**src/rtl/dqmp_pkg.sv**
```systemverilog
// Package with the shared types and constants of the DNS query message parser.
`timescale 1ns / 1ps
package dqmp_pkg;

  typedef enum logic [2:0] {
    KIND_HEADER = 3'd0,
    KIND_CHAR   = 3'd1,
    KIND_QDONE  = 3'd2,
    KIND_SHORT  = 3'd3,
    KIND_TRUNC  = 3'd4
  } kind_e;

  typedef enum logic [7:0] {
    PH_HEADER   = 8'b0000_0001,
    PH_LEN      = 8'b0000_0010,
    PH_LABEL    = 8'b0000_0100,
    PH_TYPE_HI  = 8'b0000_1000,
    PH_TYPE_LO  = 8'b0001_0000,
    PH_CLASS_HI = 8'b0010_0000,
    PH_CLASS_LO = 8'b0100_0000,
    PH_IGNORE   = 8'b1000_0000
  } phase_e;

  localparam int unsigned HeaderBytes = 12;
  localparam logic [7:0]  DotChar     = 8'd46;
  localparam int unsigned QueueDepth  = 4;
  localparam int unsigned QueuePtrW   = $clog2(QueueDepth);

  typedef struct packed {
    logic [2:0]  kind;
    logic [15:0] transaction_id;
    logic [15:0] header_flags;
    logic [15:0] question_count;
    logic [15:0] answer_count;
    logic [15:0] authority_count;
    logic [15:0] additional_count;
    logic [7:0]  name_char;
    logic [15:0] record_type;
    logic [15:0] record_class;
    logic        run_last;
  } result_t;

  typedef struct packed {
    logic    first_vld;
    result_t first;
    logic    second_vld;
    result_t second;
  } cmd_t;

endpackage

```
**src/rtl/dqmp_if.sv**
```systemverilog
// Valid/ready channel interfaces for packet bytes and parse results.
`timescale 1ns / 1ps
interface dqmp_in_if;
  logic       valid;
  logic       ready;
  logic [7:0] packet_byte;
  logic       packet_end;
  modport source (output valid, packet_byte, packet_end, input ready);
  modport sink (input valid, packet_byte, packet_end, output ready);
endinterface

interface dqmp_out_if;
  logic        valid;
  logic        ready;
  logic [2:0]  kind;
  logic [15:0] transaction_id;
  logic [15:0] header_flags;
  logic [15:0] question_count;
  logic [15:0] answer_count;
  logic [15:0] authority_count;
  logic [15:0] additional_count;
  logic [7:0]  name_char;
  logic [15:0] record_type;
  logic [15:0] record_class;
  logic        run_last;
  modport source (output valid, kind, transaction_id, header_flags, question_count,
                  answer_count, authority_count, additional_count, name_char,
                  record_type, record_class, run_last, input ready);
  modport sink (input valid, kind, transaction_id, header_flags, question_count,
                answer_count, authority_count, additional_count, name_char,
                record_type, record_class, run_last, output ready);
endinterface

```
**src/rtl/dns_query_message_parser_unit.sv**
```systemverilog
// Top level of the DNS query message parser.
`timescale 1ns / 1ps
// Usage: packet bytes enter on in_if, one word per byte, with packet_end on the
// final byte of a message. Parse results leave on out_if, one word per result.
// Each byte yields zero, one or two results; run_last marks the last one of a
// byte. The front end parses a byte in the cycle it is accepted, so a new byte
// can be taken every cycle while the queue is not full. Its results are
// registered in a four-entry queue before they reach the output. A byte that
// makes two results sends them in turn through the back end's single output.
// When the receiver stalls, results wait in the queue and input keeps being
// accepted until the queue is full, then in_if.ready drops.
// Reset empties the queue and returns the parser to the start of a header.
// After each final byte the parser restarts with a fresh message.
module dns_query_message_parser_unit (
  input logic          clk_i,
  input logic          rst_ni,
  dqmp_in_if.sink      in_if,
  dqmp_out_if.source   out_if
);
  import dqmp_pkg::*;

  logic    cmd_valid, full, empty, pop;
  cmd_t    cmd_in, cmd_out;
  result_t res;

  dqmp_front u_front (
    .clk_i, .rst_ni,
    .in_valid_i(in_if.valid), .in_ready_o(in_if.ready),
    .packet_byte_i(in_if.packet_byte), .packet_end_i(in_if.packet_end),
    .cmd_valid_o(cmd_valid), .cmd_o(cmd_in), .cmd_ready_i(!full)
  );

  dqmp_queue u_queue (
    .clk_i, .rst_ni,
    .push_i(cmd_valid), .push_data_i(cmd_in), .full_o(full), .empty_o(empty),
    .pop_i(pop), .pop_data_o(cmd_out)
  );

  dqmp_back u_back (
    .clk_i, .rst_ni,
    .empty_i(empty), .cmd_i(cmd_out), .pop_o(pop),
    .out_valid_o(out_if.valid), .out_o(res), .out_ready_i(out_if.ready)
  );

  assign out_if.kind             = res.kind;
  assign out_if.transaction_id   = res.transaction_id;
  assign out_if.header_flags     = res.header_flags;
  assign out_if.question_count   = res.question_count;
  assign out_if.answer_count     = res.answer_count;
  assign out_if.authority_count  = res.authority_count;
  assign out_if.additional_count = res.additional_count;
  assign out_if.name_char        = res.name_char;
  assign out_if.record_type      = res.record_type;
  assign out_if.record_class     = res.record_class;
  assign out_if.run_last         = res.run_last;

  a_no_push_full: assert property (@(posedge clk_i) disable iff (!rst_ni)
    full |-> !cmd_valid) else $error("push into full queue");
  a_pop_nonempty: assert property (@(posedge clk_i) disable iff (!rst_ni)
    pop |-> !empty) else $error("pop from empty queue");
  a_cmd_has_result: assert property (@(posedge clk_i) disable iff (!rst_ni)
    !empty |-> (cmd_out.first_vld || cmd_out.second_vld))
    else $error("queued command without results");
  a_pop_last: assert property (@(posedge clk_i) disable iff (!rst_ni)
    pop |-> res.run_last) else $error("command retired before its last result");
endmodule

```
**src/rtl/dqmp_front.sv**
```systemverilog
// Front end: parses each packet byte and issues up to two results per byte.
`timescale 1ns / 1ps
module dqmp_front (
  input  logic            clk_i,
  input  logic            rst_ni,
  input  logic            in_valid_i,
  output logic            in_ready_o,
  input  logic [7:0]      packet_byte_i,
  input  logic            packet_end_i,
  output logic            cmd_valid_o,
  output dqmp_pkg::cmd_t  cmd_o,
  input  logic            cmd_ready_i
);
  import dqmp_pkg::*;

  phase_e       phase_q, phase_d;
  logic [3:0]   pos_q, pos_d;
  logic [15:0]  hw_q [6];
  logic [15:0]  hw_d [6];
  logic [15:0]  qleft_q, qleft_d;
  logic [7:0]   lleft_q, lleft_d;
  logic         first_q, first_d;
  logic [15:0]  type_q, type_d;
  logic [7:0]   chi_q, chi_d;
  logic         fire;
  result_t      r0, r1, blank;
  logic         v0, v1;
  phase_e       ph_mid;

  assign in_ready_o  = cmd_ready_i;
  assign fire        = in_valid_i && cmd_ready_i;
  assign cmd_valid_o = fire && (v0 || v1);

  always_comb begin
    blank   = '0;
    r0      = blank;
    r1      = blank;
    v0      = 1'b0;
    v1      = 1'b0;
    phase_d = phase_q;
    pos_d   = pos_q;
    hw_d    = hw_q;
    qleft_d = qleft_q;
    lleft_d = lleft_q;
    first_d = first_q;
    type_d  = type_q;
    chi_d   = chi_q;
    case (phase_q)
      PH_HEADER: begin
        if (pos_q[0]) begin
          hw_d[pos_q[3:1]] = {hw_q[pos_q[3:1]][15:8], packet_byte_i};
        end else begin
          hw_d[pos_q[3:1]] = {packet_byte_i, 8'd0};
        end
        if (pos_q == 4'(HeaderBytes - 1)) begin
          v0 = 1'b1;
          r0.kind = KIND_HEADER;
          r0.transaction_id   = hw_d[0];
          r0.header_flags     = hw_d[1];
          r0.question_count   = hw_d[2];
          r0.answer_count     = hw_d[3];
          r0.authority_count  = hw_d[4];
          r0.additional_count = hw_d[5];
          qleft_d = hw_d[2];
          first_d = 1'b1;
          phase_d = (hw_d[2] != 16'd0) ? PH_LEN : PH_IGNORE;
        end else begin
          pos_d = pos_q + 4'd1;
        end
      end
      PH_LEN: begin
        if (packet_byte_i == 8'd0) begin
          phase_d = PH_TYPE_HI;
        end else begin
          if (!first_q) begin
            v0 = 1'b1;
            r0.kind = KIND_CHAR;
            r0.name_char = DotChar;
          end
          first_d = 1'b0;
          lleft_d = packet_byte_i;
          phase_d = PH_LABEL;
        end
      end
      PH_LABEL: begin
        v0 = 1'b1;
        r0.kind = KIND_CHAR;
        r0.name_char = packet_byte_i;
        lleft_d = lleft_q - 8'd1;
        if (lleft_q == 8'd1) phase_d = PH_LEN;
      end
      PH_TYPE_HI: begin
        type_d = {packet_byte_i, 8'd0};
        phase_d = PH_TYPE_LO;
      end
      PH_TYPE_LO: begin
        type_d = {type_q[15:8], packet_byte_i};
        phase_d = PH_CLASS_HI;
      end
      PH_CLASS_HI: begin
        chi_d = packet_byte_i;
        phase_d = PH_CLASS_LO;
      end
      PH_CLASS_LO: begin
        v0 = 1'b1;
        r0.kind = KIND_QDONE;
        r0.record_type = type_q;
        r0.record_class = {chi_q, packet_byte_i};
        qleft_d = qleft_q - 16'd1;
        first_d = 1'b1;
        phase_d = (qleft_q != 16'd1) ? PH_LEN : PH_IGNORE;
      end
      default: ;
    endcase
    ph_mid = phase_d;
    if (packet_end_i) begin
      if (ph_mid == PH_HEADER) begin
        v1 = 1'b1;
        r1.kind = KIND_SHORT;
      end else if (ph_mid != PH_IGNORE) begin
        v1 = 1'b1;
        r1.kind = KIND_TRUNC;
      end
      phase_d = PH_HEADER;
      pos_d   = '0;
      for (int i = 0; i < 6; i++) hw_d[i] = '0;
      qleft_d = '0;
      lleft_d = '0;
      first_d = 1'b1;
      type_d  = '0;
      chi_d   = '0;
    end
    r1.run_last = v1;
    r0.run_last = !v1;
  end

  assign cmd_o = '{first_vld: v0, first: r0, second_vld: v1, second: r1};

  always_ff @(posedge clk_i or negedge rst_ni) begin
    if (!rst_ni) begin
      phase_q <= PH_HEADER;
      pos_q   <= '0;
      for (int i = 0; i < 6; i++) hw_q[i] <= '0;
      qleft_q <= '0;
      lleft_q <= '0;
      first_q <= 1'b1;
      type_q  <= '0;
      chi_q   <= '0;
    end else if (fire) begin
      phase_q <= phase_d;
      pos_q   <= pos_d;
      hw_q    <= hw_d;
      qleft_q <= qleft_d;
      lleft_q <= lleft_d;
      first_q <= first_d;
      type_q  <= type_d;
      chi_q   <= chi_d;
    end
  end
endmodule

```
**src/rtl/dqmp_queue.sv**
```systemverilog
// Short queue of parse commands between the front and back ends.
`timescale 1ns / 1ps
module dqmp_queue (
  input  logic           clk_i,
  input  logic           rst_ni,
  input  logic           push_i,
  input  dqmp_pkg::cmd_t push_data_i,
  output logic           full_o,
  output logic           empty_o,
  input  logic           pop_i,
  output dqmp_pkg::cmd_t pop_data_o
);
  import dqmp_pkg::*;

  cmd_t                 mem_q [QueueDepth];
  logic [QueuePtrW-1:0] wr_q, rd_q;
  logic [QueuePtrW:0]   cnt_q;

  assign full_o     = (cnt_q == (QueuePtrW + 1)'(QueueDepth));
  assign empty_o    = (cnt_q == '0);
  assign pop_data_o = mem_q[rd_q];

  always_ff @(posedge clk_i) begin
    if (push_i) mem_q[wr_q] <= push_data_i;
  end

  always_ff @(posedge clk_i or negedge rst_ni) begin
    if (!rst_ni) begin
      wr_q  <= '0;
      rd_q  <= '0;
      cnt_q <= '0;
    end else begin
      if (push_i) wr_q <= wr_q + 1'b1;
      if (pop_i) rd_q <= rd_q + 1'b1;
      cnt_q <= cnt_q + (QueuePtrW + 1)'(push_i) - (QueuePtrW + 1)'(pop_i);
    end
  end
endmodule

```
**src/rtl/dqmp_back.sv**
```systemverilog
// Back end: delivers the one or two results of each command as output words.
`timescale 1ns / 1ps
module dqmp_back (
  input  logic           clk_i,
  input  logic           rst_ni,
  input  logic           empty_i,
  input  dqmp_pkg::cmd_t cmd_i,
  output logic           pop_o,
  output logic           out_valid_o,
  output dqmp_pkg::result_t out_o,
  input  logic           out_ready_i
);
  import dqmp_pkg::*;

  logic sel_q;
  logic has_next;
  logic take;

  assign out_valid_o = !empty_i;
  assign out_o = (sel_q || !cmd_i.first_vld) ? cmd_i.second : cmd_i.first;
  assign take = out_valid_o && out_ready_i;
  assign has_next = !sel_q && cmd_i.first_vld && cmd_i.second_vld;
  assign pop_o = take && !has_next;

  always_ff @(posedge clk_i or negedge rst_ni) begin
    if (!rst_ni) begin
      sel_q <= 1'b0;
    end else if (take) begin
      sel_q <= has_next;
    end
  end
endmodule
```
**src/flat_wrapper.sv**
```systemverilog
// flat-port wrapper written by rule: the top's interface ports become plain ports
module dns_query_message_parser_unit_flat import dqmp_pkg::*;
  (clk_i, rst_ni, in_if_valid, in_if_packet_byte, in_if_packet_end, in_if_ready, out_if_valid, out_if_kind, out_if_transaction_id, out_if_header_flags, out_if_question_count, out_if_answer_count, out_if_authority_count, out_if_additional_count, out_if_name_char, out_if_record_type, out_if_record_class, out_if_run_last, out_if_ready);
  dqmp_in_if in_if_i ();
  dqmp_out_if out_if_i ();
  input logic clk_i;
  input logic rst_ni;
  input wire logic [$bits(in_if_i.valid)-1:0] in_if_valid;
  input wire logic [$bits(in_if_i.packet_byte)-1:0] in_if_packet_byte;
  input wire logic [$bits(in_if_i.packet_end)-1:0] in_if_packet_end;
  output wire logic [$bits(in_if_i.ready)-1:0] in_if_ready;
  output wire logic [$bits(out_if_i.valid)-1:0] out_if_valid;
  output wire logic [$bits(out_if_i.kind)-1:0] out_if_kind;
  output wire logic [$bits(out_if_i.transaction_id)-1:0] out_if_transaction_id;
  output wire logic [$bits(out_if_i.header_flags)-1:0] out_if_header_flags;
  output wire logic [$bits(out_if_i.question_count)-1:0] out_if_question_count;
  output wire logic [$bits(out_if_i.answer_count)-1:0] out_if_answer_count;
  output wire logic [$bits(out_if_i.authority_count)-1:0] out_if_authority_count;
  output wire logic [$bits(out_if_i.additional_count)-1:0] out_if_additional_count;
  output wire logic [$bits(out_if_i.name_char)-1:0] out_if_name_char;
  output wire logic [$bits(out_if_i.record_type)-1:0] out_if_record_type;
  output wire logic [$bits(out_if_i.record_class)-1:0] out_if_record_class;
  output wire logic [$bits(out_if_i.run_last)-1:0] out_if_run_last;
  input wire logic [$bits(out_if_i.ready)-1:0] out_if_ready;
  assign in_if_i.valid = in_if_valid;
  assign in_if_i.packet_byte = in_if_packet_byte;
  assign in_if_i.packet_end = in_if_packet_end;
  assign in_if_ready = in_if_i.ready;
  assign out_if_valid = out_if_i.valid;
  assign out_if_kind = out_if_i.kind;
  assign out_if_transaction_id = out_if_i.transaction_id;
  assign out_if_header_flags = out_if_i.header_flags;
  assign out_if_question_count = out_if_i.question_count;
  assign out_if_answer_count = out_if_i.answer_count;
  assign out_if_authority_count = out_if_i.authority_count;
  assign out_if_additional_count = out_if_i.additional_count;
  assign out_if_name_char = out_if_i.name_char;
  assign out_if_record_type = out_if_i.record_type;
  assign out_if_record_class = out_if_i.record_class;
  assign out_if_run_last = out_if_i.run_last;
  assign out_if_i.ready = out_if_ready;
  dns_query_message_parser_unit u_core (.clk_i(clk_i), .rst_ni(rst_ni), .in_if(in_if_i), .out_if(out_if_i));
endmodule
```
**config.mk**
```make
export PLATFORM = sky130hd
export DESIGN_NAME = dns_query_message_parser_unit_flat
export DESIGN_NICKNAME = d
export VERILOG_FILES = /design/src/rtl/dqmp_pkg.sv /design/src/rtl/dqmp_if.sv /design/src/rtl/dns_query_message_parser_unit.sv /design/src/rtl/dqmp_front.sv /design/src/rtl/dqmp_queue.sv /design/src/rtl/dqmp_back.sv /design/src/flat_wrapper.sv
export SDC_FILE = /design/constraint.sdc
export NUM_CORES = 1
export LEC_CHECK = 0
export BUFFER_PORTS_ARGS = -buffer_cell sky130_fd_sc_hd__buf_2
export CAP_MARGIN = 20
export CORE_MARGIN = 2
export CORE_UTILIZATION = 33
export CTS_CLUSTER_SIZE = 25
export DETAILED_ROUTE_END_ITERATION = 10
export GPL_ROUTABILITY_DRIVEN = 0
export SLEW_MARGIN = 40
export SYNTH_ARGS = -nofsm -noshare
export SYNTH_HDL_FRONTEND = slang
export SYNTH_SLANG_ARGS = --single-unit
```
**constraint.sdc**
```tcl
create_clock -name clk_i -period 17.33 [get_ports clk_i]
set_clock_uncertainty 0.2 [all_clocks]
set_input_delay 3.466 -clock clk_i [delete_from_list [all_inputs] [get_ports clk_i]]
set_output_delay 3.466 -clock clk_i [all_outputs]
set_load 0.02 [all_outputs]
```
== Word-level counts from Yosys, hierarchy flattened ==
Memory sizes are Yosys's and may differ from the RTL's.
Index checks and enable logic that the tools add are counted.
Storage, ports and cells
  output and inout bits: 142
  register bits after elaboration: 165
  input bits: 13
  bits in writable memories: 584
  memories kept: 1
  latch bits: 0
  word-level logic and storage cells: 137
  ROM bits: 0
Memories
  u_core.u_queue.mem_q: words 4, width 146, read ports 1, clocked after memory_dff 0, wr ports 1, RTL line dqmp_queue.sv:15  | cmd_t mem_q [QueueDepth];
Cells by class
  reduce and logical (&&, ||, !) cells: 34
  order comparisons: 2
  shift-type cells: 0
  multipliers: 0
  $add $sub $neg: 7
  mux-type cells: 57
  eq/ne operators: 17
  div/mod/pow operators: 0
  bitwise operators: 1
Operator list (count)
  2-to-1 mux 96 bit: 6
  bitwise mux 96 bit: 2
  2-to-1 mux 140 bit: 1
  2-to-1 mux 16 bit: 6
  2-to-1 mux 8 bit: 9
  case mux 16 bit (2 select lines): 2
  case mux 8 bit (7 select lines): 1
  binary-select mux 16 bit (select 3 bit): 1
  demux 16 bit (select 3 bit): 1
  2-to-1 mux 32 bit: 1
  case mux 8 bit (2 select lines): 2
  == test 8 x 1 -> 1 bit, second input constant: 3
  2-to-1 mux 4 bit: 4
  inequality test 16 x 1 -> 1 bit, second input constant: 1
  nonzero test 16 bit: 1
  subtractor 16 x 1 -> 16 bit, second input constant: 1
  2-to-1 mux 1 bit: 13
  2-to-1 mux 6 bit: 2
  case mux 3 bit (4 select lines): 1
  AND reduction 3 bit: 4
  2-to-1 mux 3 bit: 3
  nonzero test 3 bit: 3
  == test 8 x 2 -> 1 bit, second input constant: 1
  == test 8 x 3 -> 1 bit, second input constant: 1
  other kinds (28): 48

== Logic depth before layout (Yosys ltp) ==
Gate-level depths: netlist of the first run.
  word-level depth: 20
  gate-level depth with buffers: 17
  mapped depth without buffers: 15

== Modules after synthesis ==
Synthesis of the first run repeated with hierarchy kept, for this count alone.
Second synthesis, totals
  cell total of the unflattened synthesis: 2974
  area, all modules: 53711.5 µm²
Modules (own cells, without submodules)
  dqmp_queue: instances 1, cells each 1507, area each 41194.5 µm², seq. area each 34047.7 µm²
  dqmp_front: instances 1, cells each 1303, area each 10294.9 µm², seq. area each 3931.3 µm²
  dqmp_back: instances 1, cells each 163, area each 2218.4 µm², seq. area each 25.0 µm²
  dns_query_message_parser_unit: instances 1, cells each 1, area each 3.8 µm², seq. area each 0.0 µm²

== Least setup slack after synthesis of the first run ==
Ideal clock, no wire load.
  path kind: input port to flip-flop
  start: input port in_if_packet_byte[5]
  end: memory u_core.u_queue.mem_q[0][100] (netlist bit), enable pin
  path slack: 8668 ps
  arrival time: 7942 ps
  library setup time: 520 ps
  stages: 8
  required time: 16610 ps
  buffers on the path: 1
  path through: clkbuf_1 -> nor4_4 -> nand2_2 -> nor3b_4 -> or4_4 -> o21ai_2 -> o21ba_4 -> and2_1
RTL lines
  start: declaration: RTL line flat_wrapper.sv:9  | input wire logic [$bits(in_if_i.packet_byte)-1:0] in_if_packet_byte;
  end: declaration: RTL line dqmp_queue.sv:15

== Worst setup path after layout of the first run ==
  start: register u_core.u_queue.rd_q[0]
  end: output port out_if_additional_count[12]
On the way
  longest elaborated chain between the ends: 4
Ends and longest elaborated chain
  start: declaration: RTL line dqmp_queue.sv:16  | logic [QueuePtrW-1:0] wr_q, rd_q;
  start signal: assignment: RTL line dqmp_queue.sv:34  | if (pop_i) rd_q <= rd_q + 1'b1;
  memory read (4 x 146 bit) *
  zero test 1 bit: RTL line dqmp_back.sv:20  | assign out_o = (sel_q || !cmd_i.first_vld) ? cmd_i.second : cmd_i.first;
  logical OR 1 bit: RTL line dqmp_back.sv:20
  2-to-1 mux 140 bit *: RTL line dqmp_back.sv:20
  end: declaration: RTL line flat_wrapper.sv:19  | output wire logic [$bits(out_if_i.additional_count)-1:0] out_if_additional_count;
Mark *: on every way between the ends. The rest lies on a longest branch, timed or not.

==> reports/qor.txt, run 1 <==
Status: complete, no violations
CP arrival: 3440 ps
Setup Crit Path Kind: flip-flop to primary output
Met3 usage: 2.66%
Syn. warnings: 0
Crit path time final: 7110 ps
Clock Root Buffer: clkbuf_16
Req. time, crit path: 13,660 ps
Async SR Flop Fraction: 22.4%
Sw frac: 32.1%
Post-DP HPWL: 49.7 mm
Max frequency: 141 MHz
Initial antenna violation count: 6
Period utilization: 41.0%
Final Hold Viols: 0
First-pass GRT wire length: 120 mm
CP Launch Point: u_core.u_queue.rd_q[0]$_DFFE_PN0P_
Largest family of logic cells by synthesized area: multiplexers
PD cells: 151 nW/um2
Max Cap Violations: 0
WL per Instance: 22.3 um
Clock sink count: 737
Crit-path max cell delay: 630 ps
Synth Area in Compound Gates: 7.20%
Synth area leader: edfxtp_1
Worst slew margin: 45.0%
Die H: 312 um
Proportion of layout cells with a drive suffix above 1: 22.3%
M1 GR Usage: 22.4%
GR peak layer: met2
Post-synthesis simple-gate area fraction: 10.3%
Post-Syn Area: 31,300 um2
Clk slew on worst S/H paths: 60 ps
Leakage: 12.5 nW
Post-synthesis mux area share: 11.5%
Die area: 97,300 um2
Crit path cell chain: buf_6 > buf_6 > mux4_2 > nor2b_1 > buf_2
First-pass DRT Iterations: 5
Highest-delay cell along the critical path: mux4_2
Routed WL: 78.9 mm
Core area: 93,600 um2
Mapped Cells: 2,102
Worst r2r path cells: 9
Stages on the worst setup path: 5
NetSw: 0.00174 W
Top-count cell post-synth: edfxtp_1
Drt initial violations: 1,468
Area contributors post-synth: edfxtp_1, dfrtp_1, mux4_2
Synth cell types: 74
Largest net degree at the start of global routing: 96
Worst slew pin tran: 817 ps
CP bufs+invs: 3
Latest clock arrival within the worst-skew pair: 620 ps
Adder-Cell Fraction of Synth Area: 0.504%
Part of the power in the clock network: 29.4%
PortBufs: 154
WHS: 268 ps
Cts repair resizes: 0
H-tree depth: 3
Max-slew violation count: 0
Yosys top cell area share: 54.9%
Design Power: 0.00542 W
Top FF cell, synth: edfxtp_1
Critical R2R Capture: u_core.u_queue.mem_q[2][100]$_DFFE_PP_
Core Util, Final: 38.3%
CP endpoint: out_if_additional_count[12]
Final setup fails: 0
Element type at the critical path end: primary output
DRC: 0
Max clock buf depth: 3
Vias: 18,300
Int Power: 0.00368 W
Internal reg-to-reg setup slack: 12,530 ps
Die width: 312 um
XOR/XNOR share of the synthesized area: 0.196%
Reg power frac: 41.1%
VDD IR max: 0.000100 V
EDFF count, synth: 572
Critical path startpoint category: flip-flop
CP max FO: 48
Gate power share: 29.5%
Most used cell, CP: buf_6
Met2 Use GR: 25.6%
Routed Antenna Nets: 0
Sum of negative setup slack: 0 ps
Syn avg cell area: 14.9 um2
RSZ-0062 raised after global routing: no
Commonest cells in the netlist: edfxtp_1, nor2_1, nand2_1
Post-CTS setup buffer count: 0
Reg-to-Reg Start: u_core.u_front.phase_q[3]$_DFFE_PN0P_
Register area share after synthesis: 68.1%
Total gr overflow: 0
CP delay by family, top: buffers and inverters
CTS tree: built
Row cnt: 112
CTS Buf Count: 74
Yosys reg bits: 737
Hold crit path type: flip-flop to flip-flop
CTS Hold Bufs: 0
Syn-to-layout area delta: 14.6%
GRT Overall Usage: 16.1%
Vias per cell: 5.19
Initial Util: 33.4%
Syn_nets: 2,127
Num ports: 155
Final nets: 2,247
Vias in the first global route: 18,700
## placed cells by master (no fill, tap or decap), drive strengths merged, types with 4 or more instances in the layout
cell and n:
mux4 147, clkbuf 97, o21ai 126, mux2i 21, nor2b 141, a31oi 11
nor3b 4, a22o 29, a32o 11, a21oi 106, ha 11, a21o 9
nor3 15, nor4 13, nand4 4, xnor2 4, and2 54, or3 5
nand3 11, clkinv 19, dfrtp 163, nand2b 11, o22ai 4, buf 183
o31ai 38, nor2 190, a211oi 11, bufinv 8, clkinvlp 7, edfxtp 572
mux2 8, inv 32, nand2 176
## kinds of logic (layout without fill, tap and decap cells)
group                    Yosys count  count (layout)
flip-flops                       737             737
AND/OR/NAND/NOR                  639             639
AO/OA/AOI/OAI                    363             363
multiplexers                     176             176
buffers and inverters            168             346
adder cells (fa/ha/maj)           12              12
XOR/XNOR                           7               7
other                              0               1
## per-layer routing
metal  wire, um  part of all wire (%)
met4       2350                   3.0
met2      37400                    47
met3       3950                   5.0
met1      35200                    45
met5         11                 0.014
## power by group through the flow
stage / clock network (W) / logic [W] / registers, W
after floorplan: 0 / 0.00116 / 0.00222
after global placement: 0 / 0.00161 / 0.00226
final: 0.00160 / 0.00160 / 0.00223
after global routing: 0.00170 / 0.00173 / 0.00225
after CTS: 0.00163 / 0.00164 / 0.00223
after detailed placement: 0 / 0.00163 / 0.00227
## worst min path at each step
stage                                         start                                    to  slack, ps  cells past startpoint
5_1_grt        u_core.u_front.type_q[2]$_DFFE_PN0P_  u_core.u_front.type_q[2]$_DFFE_PN0P_        300                      2
4_1_cts        u_core.u_front.type_q[8]$_DFFE_PN0P_  u_core.u_front.type_q[8]$_DFFE_PN0P_        270                      2
6_report       u_core.u_front.type_q[8]$_DFFE_PN0P_  u_core.u_front.type_q[8]$_DFFE_PN0P_        270                      2
3_3_place_gp   u_core.u_front.type_q[8]$_DFFE_PN0P_  u_core.u_front.type_q[8]$_DFFE_PN0P_        260                      2
3_5_place_dp   u_core.u_front.type_q[8]$_DFFE_PN0P_  u_core.u_front.type_q[8]$_DFFE_PN0P_        260                      2
2_1_floorplan  u_core.u_front.type_q[0]$_DFFE_PN0P_  u_core.u_front.type_q[0]$_DFFE_PN0P_        240                      2
## state kept, by name, summed over array words and instances, names as in the netlist
name	count
u_core.u_queue.mem_q	572
u_core.u_front.hw_q	96
u_core.u_front.qleft_q	16
u_core.u_front.type_q	16
u_core.u_front.chi_q	8
u_core.u_front.lleft_q	8
u_core.u_front.phase_q	8
u_core.u_front.pos_q	4
u_core.u_queue.cnt_q	3
u_core.u_queue.rd_q	2
u_core.u_queue.wr_q	2
u_core.u_back.sel_q	1
u_core.u_front.first_q	1
## area by class of cell
cell class	count	area [um2]
fillers	8724	57800
flip-flops and latches	737	21300
multi-input cells	1197	9380
clock buffers	97	1990
well taps	1254	1570
repair buffers	183	1070
clock inverters	37	410
inverters	29	109
diodes	1	2.50
## per-stage QoR
stage                     area [um2]  std cells  setup slack, ps
after global routing           35800       3534             9920
final                          35800       3535            10220
after floorplan                31300       2102             8670
after CTS                      35800       3532             9860
after detailed placement       33400       3398            10380
after global placement         33300       3397            10190
## worst reg2reg max path: cells and delay by family, from the launching register on
family / cells / cell delay (ps)
AOI/OAI and AO/OA: 2 / 370
buffers and inverters: 2 / 1390
DFF: 1 / 490
and+or+nand+nor: 5 / 1900
(Power assumes the default switching activity.)
==> run 2, diff against run 1 <==
Clock period 17.33 ns to 6.7 ns, I/O delays scaled along.
==> run 2 against run 1 <==
Effect of this change:
- highest routed layer unchanged
- worst setup slack lost 8600 ps
- clock power grew to 2.5 times the previous value
- sequential share of layout area shrank 0.13 points
- flip-flop and latch count is the same
- power grew to 2.6 times the previous value
- critical path depth is the same
- sequential power grew to 2.6 times the previous value
- first-iteration DRC count grew 11%
- die area is the same
==> reports/qor.txt, run 2 (synthesis gave the netlist of run 1 again) <==
Post-CTS setup buffer count: 0 (unchanged)
Initial antenna violation count: 3 (-3)
Crit path time final: 5060 ps
Hold crit path type: flip-flop to flip-flop
Vias per cell: 5.18 (about the same)
Row cnt: 112 (unchanged)
Max FFs per register: 572 (unchanged)
Die width: 312 um (unchanged)
Final Hold Viols: 0 (unchanged)
Clock Root Buffer: clkbuf_16
PD cells: 388 nW/um2 (+160%)
Top flop regs: u_core.u_queue.mem_q: 572 flops, u_core.u_front.hw_q: 96 flops
First-pass DRT Iterations: 6 (+1)
CTS Hold Bufs: 0 (unchanged)
NetSw: 0.00454 W (+160%)
PortBufs: 154 (unchanged)
Core Util, Final: 38.4% (+0.083 points)
Status: complete, no violations
Final nets: 2,259 (+0.53%)
Max clock buf depth: 3 (unchanged)
Num ports: 155 (unchanged)
Worst slew margin: 41.4% (-3.6 points)
Total gr overflow: 0 (unchanged)
Critical path startpoint category: flip-flop
Req. time, crit path: 5160 ps (-8500 ps)
Final setup fails: 0 (unchanged)
VDD IR max: 0.000271 V (+170%)
First-pass GRT wire length: 117 mm (-2.4%)
Int Power: 0.00941 W (+160%)
Setup Crit Path Kind: flip-flop to primary output
Antenna cells: 0 (-1)
Period utilization: 75.6%
Core area: 93,600 um2 (unchanged)
CTS Buf Count: 74 (unchanged)
Sw frac: 32.5% (+0.40 points)
Latest clock arrival within the worst-skew pair: 620 ps (about the same)
Leakage: 12.6 nW (+0.51%)
Largest net degree at the start of global routing: 72 (-25%)
Commonest non-fill, non-tap cell in the layout: edfxtp_1
Drt initial violations: 1,629 (+11%)
Max-slew violation count: 0 (unchanged)
CP arrival: 3520 ps (+80 ps)
Proportion of layout cells with a drive suffix above 1: 22.5% (+0.23 points)
Routed Antenna Nets: 0 (unchanged)
Routed WL: 77.7 mm (-1.5%)
Reg power frac: 41.5% (+0.4 points)
Filler instances: 8,792 (+0.78%)
Clk slew on worst S/H paths: 60 ps (about the same)
Gate power share: 29.8% (+0.3 points)
Most frequent cells in the layout: edfxtp_1, nor2_1, nand2_1, dfrtp_1, buf_2
Vias in the first global route: 18,400 (-1.9%)
Vias: 18,400 (+0.22%)
GRT Overall Usage: 15.7% (-0.40 points)
Max frequency: 198 MHz
Part of the power in the clock network: 28.7% (-0.7 points)
Post-DP HPWL: 50.2 mm (+1.1%)
Element type at the critical path end: primary output
Most flop-heavy register: u_core.u_queue.mem_q
Worst slew pin tran: 877 ps (+59.8 ps)
CP max FO: 59 (+23%)
Cts repair resizes: 0 (unchanged)
Initial Util: 33.4% (unchanged)
CTS tree: built
DRC: 0 (unchanged)
WL per Instance: 21.9 um (-1.8%)
WHS: 281 ps (+13.0 ps)
Die area: 97,300 um2 (unchanged)
RSZ-0062 raised after global routing: no
Sum of negative setup slack: 0 ps (unchanged)
Max Cap Violations: 0 (unchanged)
Syn-to-layout area delta: 14.8%
Die H: 312 um (unchanged)
H-tree depth: 3 (unchanged)
Clock sink count: 737 (unchanged)
run 2: cell types whose count changed in the layout (fill, tap and decap cells not counted), sizes merged, moves of 2 or more:
| cell | change |
|---|---|
| buf | +12 |
| bufinv | -4 |
| clkinv | +4 |
| clkinvlp | -3 |
| clkbuf | +2 |
run 2: through the flow:
step                      setup slack [ps]  area, um2  std cells  power [W]
after floorplan                        164      31300       2102    0.00874
after global placement                2060      33400       3405     0.0100
after detailed placement              2060      33600       3411     0.0101
after CTS                             1470      35900       3545     0.0141
after global routing                  1340      35900       3546     0.0146
final                                 1640      35900       3546     0.0139
run 2: layout make-up:
cell class                 instances  area (um2)  share of cell area [%]
sequential                       737       21300                    59.3
multi-input combinational       1197        9370                    26.1
clock buffer                      99        2000                    5.55
tap                             1254        1570                    4.37
timing repair buffer             195        1230                    3.43
clock inverter                    35         332                   0.923
inverter                          29         109                   0.303
run 2: power groups by stage:
stage | registers, W | clock network (W) | logic, W
CTS | 0.00581 | 0.00408 | 0.00425
detailed placement | 0.00590 | 0 | 0.00424
global placement | 0.00587 | 0 | 0.00417
finish | 0.00579 | 0.00400 | 0.00416
floorplan | 0.00573 | 0 | 0.00301
global route | 0.00586 | 0.00425 | 0.00449
run 2: final timing paths:
check | to | startpoint | slack [ps] | depth (start not counted)
worst max-delay path | out_if_header_flags[14] | u_core.u_queue.rd_q[0]$_DFFE_PN0P_ | 1640 | 5
worst max register to register | u_core.u_queue.cnt_q[2]$_DFF_PN0_ | u_core.u_front.phase_q[3]$_DFFE_PN0P_ | 2190 | 16
min in group asynchronous | u_core.u_front.lleft_q[1]$_DFFE_PN0P_ | rst_ni | 550 | 1
worst min register to register | u_core.u_front.type_q[2]$_DFFE_PN0P_ | u_core.u_front.type_q[2]$_DFFE_PN0P_ | 280 | 2
worst min-delay path | u_core.u_front.type_q[2]$_DFFE_PN0P_ | u_core.u_front.type_q[2]$_DFFE_PN0P_ | 280 | 2
max in group asynchronous | u_core.u_front.hw_q[69]$_DFFE_PN0P_ | rst_ni | 4690 | 3
run 2: layer usage:
layer | wire [um] | up-vias | global-route usage [%]
met5 | 12 | - | 0
met4 | 1860 | 2 | 5.19
met3 | 3850 | 108 | 2.10
met2 | 37300 | 593 | 25.3
met1 | 34700 | 9486 | 21.9
li1 | - | 8196 | -
run 2: critical path, stage by stage (launching register included):
cell	delay (ps)
dfrtp_4	890
buf_12	470
buf_16	400
mux4_2	650
nor2b_1	170
buf_2	170
==> run 3, diff against run 2 <==
Clock period 6.7 ns to 4.5 ns, I/O delays scaled along.
==> run 3 against run 2 <==
Effect of this change:
- first-iteration DRC count up 6.4%
- die area unchanged
- cell count grew 0.85%
- critical endpoint is now out_if_additional_count[15]
- largest power group unchanged
==> reports/qor.txt, run 3 (synthesis gave the netlist of run 1 again) <==
Most frequent cells in the layout: edfxtp_1, nor2_1, nand2_1, dfrtp_1, buf_2
Max clock buf depth: 3 (unchanged)
CP bufs+invs: 3 (unchanged)
CP arrival: 3120 ps (-400 ps)
Crit path time final: 4220 ps
Final worst slack: 276 ps (-1360 ps)
Latest clock arrival within the worst-skew pair: 630 ps (about the same)
Max Cap Violations: 0 (unchanged)
Antenna cells: 0 (unchanged)
Reg-to-Reg Start: u_core.u_front.phase_q[6]$_DFFE_PN0P_
Element type at the critical path end: primary output
Max FFs per register: 572 (unchanged)
Core area: 93,600 um2 (unchanged)
Vias per cell: 5.21 (+0.42%)
Cts repair resizes: 0 (unchanged)
PortBufs: 154 (unchanged)
Worst r2r path cells: 14 (-2)
Filler instances: 8,715 (-0.88%)
Commonest non-fill, non-tap cell in the layout: edfxtp_1
Dpl ws: 267 ps (-1790 ps)
VDD IR max: 0.000352 V (+30%)
Stages on the worst setup path: 5 (unchanged)
Post-DP HPWL: 51.1 mm (+1.7%)
Post-CTS setup buffer count: 0 (unchanged)
Register Area: 21,300 um2 (about the same)
Final setup fails: 0 (unchanged)
Final Hold Viols: 0 (unchanged)
Clock Root Buffer: clkbuf_16
Final nets: 2,286 (+1.2%)
Vias in the first global route: 19,000 (+3.4%)
Most flop-heavy register: u_core.u_queue.mem_q
Req. time, crit path: 3400 ps (-1760 ps)
Crit-path max cell delay: 710 ps (-180 ps)
Leakage: 12.7 nW (+1.5%)
Die width: 312 um (unchanged)
Highest-delay cell along the critical path: buf_4
Crit path cell chain: buf_4 > buf_4 > mux4_2 > nor2b_1 > buf_2
Max frequency: 237 MHz
Die area: 97,300 um2 (unchanged)
Most used cell, CP: buf_4
DRC: 0 (unchanged)
CTS Buf Count: 73 (-1.4%)
Cell count of the worst hold path: 2 (unchanged)
Initial Util: 33.4% (unchanged)
First-pass GRT wire length: 120 mm (+2.8%)
CP Launch Point: u_core.u_queue.rd_q[1]$_DFFE_PN0P_
Die H: 312 um (unchanged)
Routed WL: 79.6 mm (+2.5%)
Proportion of layout cells with a drive suffix above 1: 23.2% (+0.66 points)
Worst slew pin tran: 874 ps (-2.71 ps)
Worst slew margin: 41.5% (+0.11 points)
CP max FO: 49 (-17%)
Drt initial violations: 1,734 (+6.4%)
Clock sink count: 737 (unchanged)
Largest net degree at the start of global routing: 91 (+26%)
Critical R2R Capture: u_core.u_queue.cnt_q[2]$_DFF_PN0_
Routed Antenna Nets: 0 (unchanged)
Period utilization: 93.9%
Critical path startpoint category: flip-flop
Clk slew on worst S/H paths: 60 ps (about the same)
WHS: 272 ps (-9.68 ps)
GRT Overall Usage: 16.1% (+0.38 points)
CTS Hold Bufs: 0 (unchanged)
Sum of negative setup slack: 0 ps (unchanged)
Max-slew violation count: 0 (unchanged)
Syn-to-layout area delta: 15.9%
Hold crit path type: flip-flop to flip-flop
RSZ-0062 raised after global routing: no
Top flop regs: u_core.u_queue.mem_q: 572 flops, u_core.u_front.hw_q: 96 flops
CTS tree: built
Vias: 18,600 (+1.3%)
Initial antenna violation count: 9 (+6)
WL per Instance: 22.3 um (+1.6%)
Num ports: 155 (unchanged)
Status: complete, no violations
Setup Crit Path Kind: flip-flop to primary output
Internal reg-to-reg setup slack: 660 ps (-1530 ps)
CP delay by family, top: buffers and inverters
Row cnt: 112 (unchanged)
Total gr overflow: 0 (unchanged)
PD cells: 581 nW/um2 (+50%)
First-pass DRT Iterations: 6 (unchanged)
H-tree depth: 3 (unchanged)
CP endpoint: out_if_additional_count[15]
Area of the multi-input gates: 9340 um2 (-0.33%)
[run 3: changes by cell type in the layout (fill, tap and decap cells not counted), sizes merged]
cell | before | now
clkbuf | 99 | 95
inv | 33 | 31
clkinvlp | 4 | 5
buf | 195 | 222
clkinv | 23 | 30
dlygate4sd3 | 0 | 1
[run 3: through the flow]
step	area [um2]	util [%]	std cells	power, W
after CTS	36200	38.7	3573	0.0213
final	36300	38.7	3576	0.0211
after detailed placement	33800	36.1	3437	0.0152
after global routing	36300	38.7	3576	0.0220
after global placement	33800	36.1	3437	0.0151
after floorplan	31300	-	2102	0.0130
[run 3: worst min-delay path by stage]
stage | from | to
floorplan | u_core.u_front.type_q[0]$_DFFE_PN0P_ | u_core.u_front.type_q[0]$_DFFE_PN0P_
global placement | u_core.u_front.type_q[3]$_DFFE_PN0P_ | u_core.u_front.type_q[3]$_DFFE_PN0P_
detailed placement | u_core.u_front.type_q[3]$_DFFE_PN0P_ | u_core.u_front.type_q[3]$_DFFE_PN0P_
CTS | rst_ni | u_core.u_front.chi_q[3]$_DFFE_PN0P_
global route | u_core.u_front.hw_q[0]$_DFFE_PN0P_ | u_core.u_front.hw_q[0]$_DFFE_PN0P_
finish | u_core.u_front.type_q[3]$_DFFE_PN0P_ | u_core.u_front.type_q[3]$_DFFE_PN0P_
[run 3: worst reg2reg max path, stage by stage, from the launching register on]
cell     delay [ps]
dfrtp_1         490
nor4_4          390
nor4b_4         420
and3_4          390
nand3_1         150
a21o_1          240
o21ba_4         240
inv_1            60
ha_1            210
inv_1            50
ha_1            130
inv_1            50
fa_1            400
xnor2_1         180
xnor2_1         150
[run 3: final cells by class]
class | instances | share of cell area, %
clock buffer | 95 | 5.69
clock inverter | 41 | 0.945
inverter | 29 | 0.300
multi-input combinational | 1197 | 25.7
sequential | 737 | 58.8
tap | 1254 | 4.33
timing repair buffer | 223 | 4.23
[run 3: report_power, final]
group	total (W)	leakage [nW]	switching (W)	internal (W)
registers	0.00846	7.53	0.000302	0.00816
logic	0.00651	4.04	0.00395	0.00256
clock network	0.00608	1.17	0.00259	0.00349
total	0.0211	12.7	0.00685	0.0142
[run 3: layer usage]
metal	wire, um	vias up	track usage, %
met2	38100	652	26.1
met5	0	-	0
li1	-	8222	-
met4	2010	0	5.02
met3	4710	128	2.56
met1	34700	9616	22.2
